===== src/rtl/ffha_pkg.sv =====
// Shared types and constants of the first-fit heap allocator.
// Used by ffha_cell and first_fit_heap_allocator; depends on nothing.
package ffha_pkg;

  localparam int SIZE_W   = 12;
  localparam int OFFSET_W = 12;
  localparam int STATUS_W = 2;

  localparam logic [STATUS_W-1:0] ST_DONE    = 2'd0;
  localparam logic [STATUS_W-1:0] ST_NO_FIT  = 2'd1;
  localparam logic [STATUS_W-1:0] ST_UNKNOWN = 2'd2;
  localparam logic [STATUS_W-1:0] ST_NULL    = 2'd3;

  localparam logic KIND_ALLOC   = 1'b0;
  localparam logic KIND_RELEASE = 1'b1;

  typedef enum logic [2:0] {
    CMD_NONE,
    CMD_SPLIT,
    CMD_TAKE,
    CMD_FREE,
    CMD_MERGE
  } cell_cmd_t;

  typedef struct packed {
    cell_cmd_t op;
    logic      sel_here;
    logic      sel_left;
    logic      beyond;
  } cell_ctl_t;

endpackage


===== src/rtl/ffha_cell.sv =====
// One table entry of the allocator: header offset, data length, free and valid marks.
// Depends on ffha_pkg; neighbors are wired in first_fit_heap_allocator.
module ffha_cell
  import ffha_pkg::*;
#(
  parameter int SW           = 12,
  parameter int HEADER_BYTES = 16,
  parameter int RESET_LEN    = 4080,
  parameter bit FIRST        = 1'b0
) (
  input  logic              clk,
  input  logic              rst_n,
  input  cell_ctl_t         ctl,
  input  logic [SIZE_W-1:0] size,
  input  logic [SIZE_W-1:0] roff,
  input  logic [SW-1:0]     left_start,
  input  logic [SW-1:0]     left_len,
  input  logic              left_free,
  input  logic              left_valid,
  input  logic [SW-1:0]     right_start,
  input  logic [SW-1:0]     right_len,
  input  logic              right_free,
  input  logic              right_valid,
  output logic [SW-1:0]     start_q,
  output logic [SW-1:0]     len_q,
  output logic              free_q,
  output logic              valid_q,
  output logic              fit,
  output logic              can_split,
  output logic              match,
  output logic [SW:0]       data_pos
);

  localparam int CW = ((SW > SIZE_W) ? SW : SIZE_W) + 2;
  localparam logic [CW-1:0] HDR = CW'(HEADER_BYTES);

  logic [SW-1:0] start_r, len_r;
  logic          free_r, valid_r;
  logic [CW-1:0] len_x, size_x, start_x;

  assign len_x    = CW'(len_r);
  assign size_x   = CW'(size);
  assign start_x  = CW'(start_r);
  assign fit       = valid_r & free_r & (len_x >= size_x);
  assign can_split = len_x >= size_x + HDR;
  assign match     = valid_r & ((start_x + HDR) == CW'(roff));
  assign data_pos  = (SW+1)'(start_x + HDR);

  assign start_q = start_r;
  assign len_q   = len_r;
  assign free_q  = free_r;
  assign valid_q = valid_r;

  always_ff @(posedge clk) begin
    if (!rst_n) begin
      start_r <= '0;
      len_r   <= FIRST ? SW'(RESET_LEN) : '0;
      free_r  <= FIRST;
      valid_r <= FIRST;
    end else begin
      case (ctl.op)
        CMD_SPLIT: begin
          if (ctl.sel_here) begin
            len_r  <= SW'(size_x);
            free_r <= 1'b0;
          end else if (ctl.sel_left) begin
            start_r <= SW'(CW'(left_start) + HDR + size_x);
            len_r   <= SW'(CW'(left_len) - size_x - HDR);
            free_r  <= 1'b1;
            valid_r <= 1'b1;
          end else if (ctl.beyond) begin
            start_r <= left_start;
            len_r   <= left_len;
            free_r  <= left_free;
            valid_r <= left_valid;
          end
        end
        CMD_TAKE: begin
          if (ctl.sel_here) free_r <= 1'b0;
        end
        CMD_FREE: begin
          if (ctl.sel_here) free_r <= 1'b1;
        end
        CMD_MERGE: begin
          if (ctl.sel_here) begin
            len_r <= SW'(len_x + CW'(right_len) + HDR);
          end else if (ctl.beyond) begin
            start_r <= right_start;
            len_r   <= right_len;
            free_r  <= right_free;
            valid_r <= right_valid;
          end
        end
        default: ;
      endcase
    end
  end

endmodule


===== config.mk =====
export PLATFORM = sky130hd
export DESIGN_NAME = ffha_cell
export DESIGN_NICKNAME = d
export VERILOG_FILES = /design/src/rtl/ffha_pkg.sv /design/src/rtl/ffha_cell.sv
export SDC_FILE = /design/constraint.sdc
export NUM_CORES = 1
export LEC_CHECK = 0
export ABC_AREA = 0
export BUFFER_PORTS_ARGS = -buffer_cell sky130_fd_sc_hd__buf_2
export CAP_MARGIN = 20
export CORE_UTILIZATION = 45
export DETAILED_ROUTE_END_ITERATION = 8
export GPL_TIMING_DRIVEN = 0
export PLACE_DENSITY_LB_ADDON = 0.05
export SYNTH_ARGS = -nofsm -noshare
export SYNTH_HDL_FRONTEND = slang
export SYNTH_SLANG_ARGS = --single-unit

===== constraint.sdc =====
create_clock -name clk -period 2.9 [get_ports clk]
set_clock_uncertainty 0.15 [all_clocks]
set_input_delay 0.145 -clock clk [delete_from_list [all_inputs] [get_ports clk]]
set_output_delay 0.145 -clock clk [all_outputs]
set_load 0.03 [all_outputs]

After elaboration in Yosys (flattened, before gate mapping). Index checks and enable logic that the tools add are counted.

Flip-flop bits (word level): 26. Input bits: 84. Output and inout bits: 42. Word-level logic and storage cells: 61.

$add $sub $neg: 8. Magnitude comparators: 2. Equality and inequality tests: 13. Muxes and demuxes: 26. Bitwise operators: 3. Reductions and logical operators: 5.

Operator list (count): $mux 12 (10); $pmux 12 s2 (2); $add 12x5->13 const B (2); $add 12x12->12 (2); $add 12x5->12 const B (2); $eq 14x12->1 (1); $ge 12x13->1 (1); $ge 12x12->1 (1); $mux 1 (12); $sub 12x12->12 (1); $sub 12x6->12 const B (1); $ne 2x2->1 const B (5); $eq 3x2->1 const B (2); $ne 3x3->1 const B (2); $reduce_and 6->1 (1); $reduce_and 5->1 (1); $ne 4x4->1 const B (1); $pmux 1 s4 (1); $reduce_bool 4->1 (1); $and 1x1->1 (3); $eq 3x1->1 const B (1); $eq 3x3->1 const B (1); $reduce_and 3->1 (1); $pmux 1 s2 (1); $reduce_bool 2->1 (1).

Longest topological paths before layout.
Word-level depth: 5. Depth in mapped cells: 13.

Worst setup path before layout. Ideal clock, no wire load.

Kind: register to register. Start point: reg len_r[1] (netlist: len_q[1]). End point: reg len_r[11] (netlist: len_q[11]). Library setup time: 140 ps. Arrival: 2504 ps. Data required time: 2610 ps. Slack: 106 ps. Stages on the path, launching flop included: 11. Period minus slack after synthesis: 2794 ps. Path through: dfxtp_1 -> ha_1 -> ha_1 -> fa_1 -> a211oi_1 -> o21ai_0 -> o221ai_1 -> xnor2_1 -> nand2_1 -> xor2_1 -> o221ai_1.

Word-level cells in the longest chain between the ends: 4.

Ends and longest elaborated chain: start: declaration (RTL line ffha_cell.sv:37) `logic [SW-1:0] start_r, len_r;`; start signal: assignment (RTL line ffha_cell.sv:57) `len_r <= FIRST ? SW'(RESET_LEN) : '0;`; start signal: assignment (RTL line ffha_cell.sv:64) `len_r <= SW'(size_x);`; start signal: assignment (RTL line ffha_cell.sv:68) `len_r <= SW'(CW'(left_len) - size_x - HDR);`; $add 12x12->12 (RTL line ffha_cell.sv:86) `len_r <= SW'(len_x + CW'(right_len) + HDR);`; $add 12x5->12 (RTL line ffha_cell.sv:86); $mux 12 (RTL line ffha_cell.sv:85) `if (ctl.sel_here) begin`; $pmux 12 s2 (RTL line ffha_cell.sv:61) `case (ctl.op)`.

Every way passes these cells. A chain may end at the register's enable or synchronous reset.

Worst setup path in the final report.
Start point: reg len_r[0] (netlist: len_q[0]). End point: out can_split.

Word-level cells in the longest chain between the ends: 1.

Ends and longest elaborated chain: $ge 12x13->1 (RTL line ffha_cell.sv:45) `assign can_split = len_x >= size_x + HDR;`; end: declaration (RTL line ffha_cell.sv:29) `output logic can_split,`.

Every way passes these cells.

==> reports/qor.log <==
[status] result of the run finished, final reports clean
[clocking] H-tree depth reported by CTS 1
[clocking] CTS Buffer Depth 2
[placement] Post-Place Cell Area 5140 um^2
[floorplan] y dimension of the die 100 um
[drt] average wire per cell in the routed design 15.8 um
[power_and_ir_drop] Peak VDD IR 0.180 mV
[final_layout] area taken by multi-input logic gates 3590 um^2
[placement] Detailed Place HPWL 10.8 mm
[final_layout] number of nets in the layout 868
[critical_path] Worst Setup Start Kind flop
[sta] share of the cycle needed by the critical path after routing 96.2%
[global_route] via count of the first global-routing pass 4170
[placement] number of I/O port buffers 124
[final_layout] most frequent standard cell in the layout excluding fill and tap cells sky130_fd_sc_hd__buf_2
[placement] Final GP Congestion 0.873
[synthesis] Async SR Flop Fraction 0%
[power_and_ir_drop] overall power consumption 1.60 mW
[final_layout] Finished Cell Area 5280 um^2
[global_route] overall global routing resource usage 26.0%
[final_layout] antenna fix cells 0
[clocking] Clock Tree Root sky130_fd_sc_hd__clkbuf_8
[sta] Rel. slew slack 50.9%
[floorplan] full die area 10100 um^2
[drt] final wirelength 13.0 mm
[clocking] later-pin clock latency in the skew report 0.28 ns
[synthesis] syn nets 738
[sta] f_max 359 MHz
[final_layout] storage element area 520 um^2
[drt] Initial DRT Pass Iterations 4
[critical_path] maximum net fanout on the critical path 4
[drt] residual DRC count 0
[synthesis] number of enable flip-flop cells after synthesis 0
[sta] crit path setup slack, layout 0.111 ns
[synthesis] number of distinct standard cells referenced by the synthesized netlist 61
[worst_hold_path] WHS Path Cells 3
[placement] pre-CTS WS -0.172 ns
[floorplan] Std-Cell Rows 35
[sta] Final Hold Violating Endpoints 0
[global_route] global-route wire length before repair 20.6 mm
[synthesis] Cells after Synth 566
[critical_path] FF-to-FF setup slack 0.14 ns
[clocking] clock tree from TritonCTS yes
[synthesis] Avg Inst Size Synth 7.70 um^2
[run] number of max-capacitance violations reported 0
[final_layout] Filler cells 963
[sta] slew at the pin with the worst max-slew slack 0.733 ns
[floorplan] area of the core region 9330 um^2
[power_and_ir_drop] leak pwr 2.65 nW
[drt] starting DRC count in detailed routing 135
[critical_path] Critical Path AT 2.49 ns
[global_route] initial antenna violation count 0
[sta] fin crit period 2.79 ns
[power_and_ir_drop] pwr/cell area 304 nW/um^2
[synthesis] mapped cell area 4360 um^2
[final_layout] most used cells in the layout excluding fill and tap cells 128 x sky130_fd_sc_hd__buf_2, 85 x sky130_fd_sc_hd__ha_1, 53 x sky130_fd_sc_hd__inv_1
[clocking] clock buffer count from CTS 3
[synthesis] flip-flop and latch count after synthesis 26
[floorplan] starting utilization of the core area 46.7%
[synthesis] warnings from Yosys 0
[global_route] total grt overflow 0
[drt] post-route antenna net violation count 0
[clocking] Clock Sink Count 26
[critical_path] critical path capture point type primary output
[floorplan] number of I/O pins 126
[critical_path] length in cells of the worst reg-to-reg path 10
[final_layout] area growth from synthesis to final layout 21.1%
[worst_hold_path] worst hold-check path type in2reg
[sta] setup repair after global routing missed its margin no
[synthesis] dominant register cell in the synthesized netlist sky130_fd_sc_hd__dfxtp_1
[clocking] clock transition at the registers of the reported paths 0.11 ns
[sta] max-slew violation count 0
[critical_path] Critical Path RT 2.61 ns
[critical_path] Crit Path Class reg2out
[clocking] Post-CTS Setup Repair Bufs 0
[sta] setup total negative slack 0 ns
[drt] total via count in the routed design 4515
[placement] cell count after placement 819
[global_route] maximum number of pins on one net before global-route repair 16
[final_layout] share of cells above drive strength 1 22.4%
[synthesis] share of synthesized area occupied by flip-flops and latches 11.9%
[floorplan] die boundary width 100 um
[final_layout] non-filler instance count after layout 824
[sta] # setup viols final 0
[drt] post-detailed-route via-to-cell ratio 5.48
## path summary, 6_finish.rpt
check | from | endpoint
min | right_start[2] | start_q[2]$_SDFFE_PN0P_
max | len_q[0]$_SDFFE_PN0P_ | can_split
max reg2reg | len_q[1]$_SDFFE_PN0P_ | len_q[9]$_SDFFE_PN0P_
min reg2reg | start_q[10]$_SDFFE_PN0P_ | start_q[10]$_SDFFE_PN0P_
## power by group
part / leakage [nW] / internal (mW) / total (mW) / switching (mW)
Sequential: 0.212 / 0.377 / 0.404 / 0.0272
Combinational: 2.40 / 0.367 / 0.867 / 0.500
Clock: 0.0357 / 0.185 / 0.331 / 0.146
Total: 2.65 / 0.929 / 1.60 / 0.673
## per-stage QoR
stage	hold WS (ns)	utilization [%]
6_report	0.0193	56.6
5_1_grt	0.0350	56.6
4_1_cts	0.0149	56.0
3_5_place_dp	0.302	55.1
3_3_place_gp	0.303	55.1
2_1_floorplan	0.121	-
## cell families after synthesis
| group | synth area share (%) |
|---|---|
| flops | 11.9 |
| mux | 5.28 |
| fa+ha+maj | 25.8 |
| xor+xnor | 9.45 |
| buf+inv | 7.01 |
| compound gates | 23.6 |
| simple gates | 16.9 |
## state kept, by name (all words and copies together) (netlist names)
| register | flops |
|---|---|
| free_q | 1 |
| len_q | 12 |
| start_q | 12 |
| valid_q | 1 |
## Yosys cell counts, types with 3 or more instances
cell	count	area [um^2]
sky130_fd_sc_hd__ha_1	85	1060
sky130_fd_sc_hd__inv_1	53	199
sky130_fd_sc_hd__nor2_1	43	161
sky130_fd_sc_hd__nand2_1	40	150
sky130_fd_sc_hd__o21ai_0	40	200
sky130_fd_sc_hd__xnor2_1	30	263
sky130_fd_sc_hd__a21oi_1	28	140
sky130_fd_sc_hd__dfxtp_1	26	521
sky130_fd_sc_hd__a211oi_1	18	135
sky130_fd_sc_hd__xor2_1	17	149
sky130_fd_sc_hd__nor3_1	16	80.1
sky130_fd_sc_hd__mux2i_1	14	140
sky130_fd_sc_hd__nand3_1	14	70.1
sky130_fd_sc_hd__clkbuf_1	12	45.0
sky130_fd_sc_hd__o211ai_1	12	90.1
sky130_fd_sc_hd__a21o_1	9	67.6
sky130_fd_sc_hd__and3_1	9	56.3
sky130_fd_sc_hd__nand4_1	7	43.8
sky130_fd_sc_hd__a31oi_1	6	37.5
sky130_fd_sc_hd__a221oi_1	5	43.8
sky130_fd_sc_hd__and2_1	5	31.3
sky130_fd_sc_hd__nor2b_1	5	31.3
sky130_fd_sc_hd__o2111ai_1	5	43.8
sky130_fd_sc_hd__o221ai_1	5	43.8
sky130_fd_sc_hd__buf_2	4	20.0
sky130_fd_sc_hd__buf_4	4	30.0
sky130_fd_sc_hd__o21bai_1	4	30.0
sky130_fd_sc_hd__a2111oi_0	3	26.3
sky130_fd_sc_hd__fa_1	3	60.1
sky130_fd_sc_hd__mux4_2	3	67.6
sky130_fd_sc_hd__nand2b_1	3	18.8
## critical path: stages, from the launching register on
cell,delay (ns)
sky130_fd_sc_hd__dfxtp_1,0.40
sky130_fd_sc_hd__inv_1,0.06
sky130_fd_sc_hd__ha_1,0.26
sky130_fd_sc_hd__nand2b_1,0.19
sky130_fd_sc_hd__a2111oi_4,0.37
sky130_fd_sc_hd__nor3_2,0.11
sky130_fd_sc_hd__a221oi_2,0.26
sky130_fd_sc_hd__o21ai_0,0.15
sky130_fd_sc_hd__o211ai_1,0.12
sky130_fd_sc_hd__a21oi_1,0.10
sky130_fd_sc_hd__buf_2,0.19
## routing by layer
layer / wire, um / part of all wire [%] / GRT usage, %
met1: 6120 / 47 / 36.4
met2: 6080 / 47 / 43.7
met5: 0 / 0 / 0
met3: 716 / 5.5 / 2.86
met4: 100 / 0.77 / 3.57
## timing repair
item / in CTS / in global routing
endpoints found under the setup margin: 2 / 7
pin swaps: 1 / 1
resized for setup: 3 / 9
hold endpoints to repair: 1 / 0
hold buffers: 1 / 0
## layout make-up
type	count	share of cell area [%]
multi-input cells	464	68.0
clock buffers	3	0.783
clock inverters	1	0.569
repair buffers	125	12.0
plain buffers	22	1.94
inverters	54	3.84
flip-flops and latches	26	9.87
well taps	129	3.06
(Power assumes the default switching activity.)
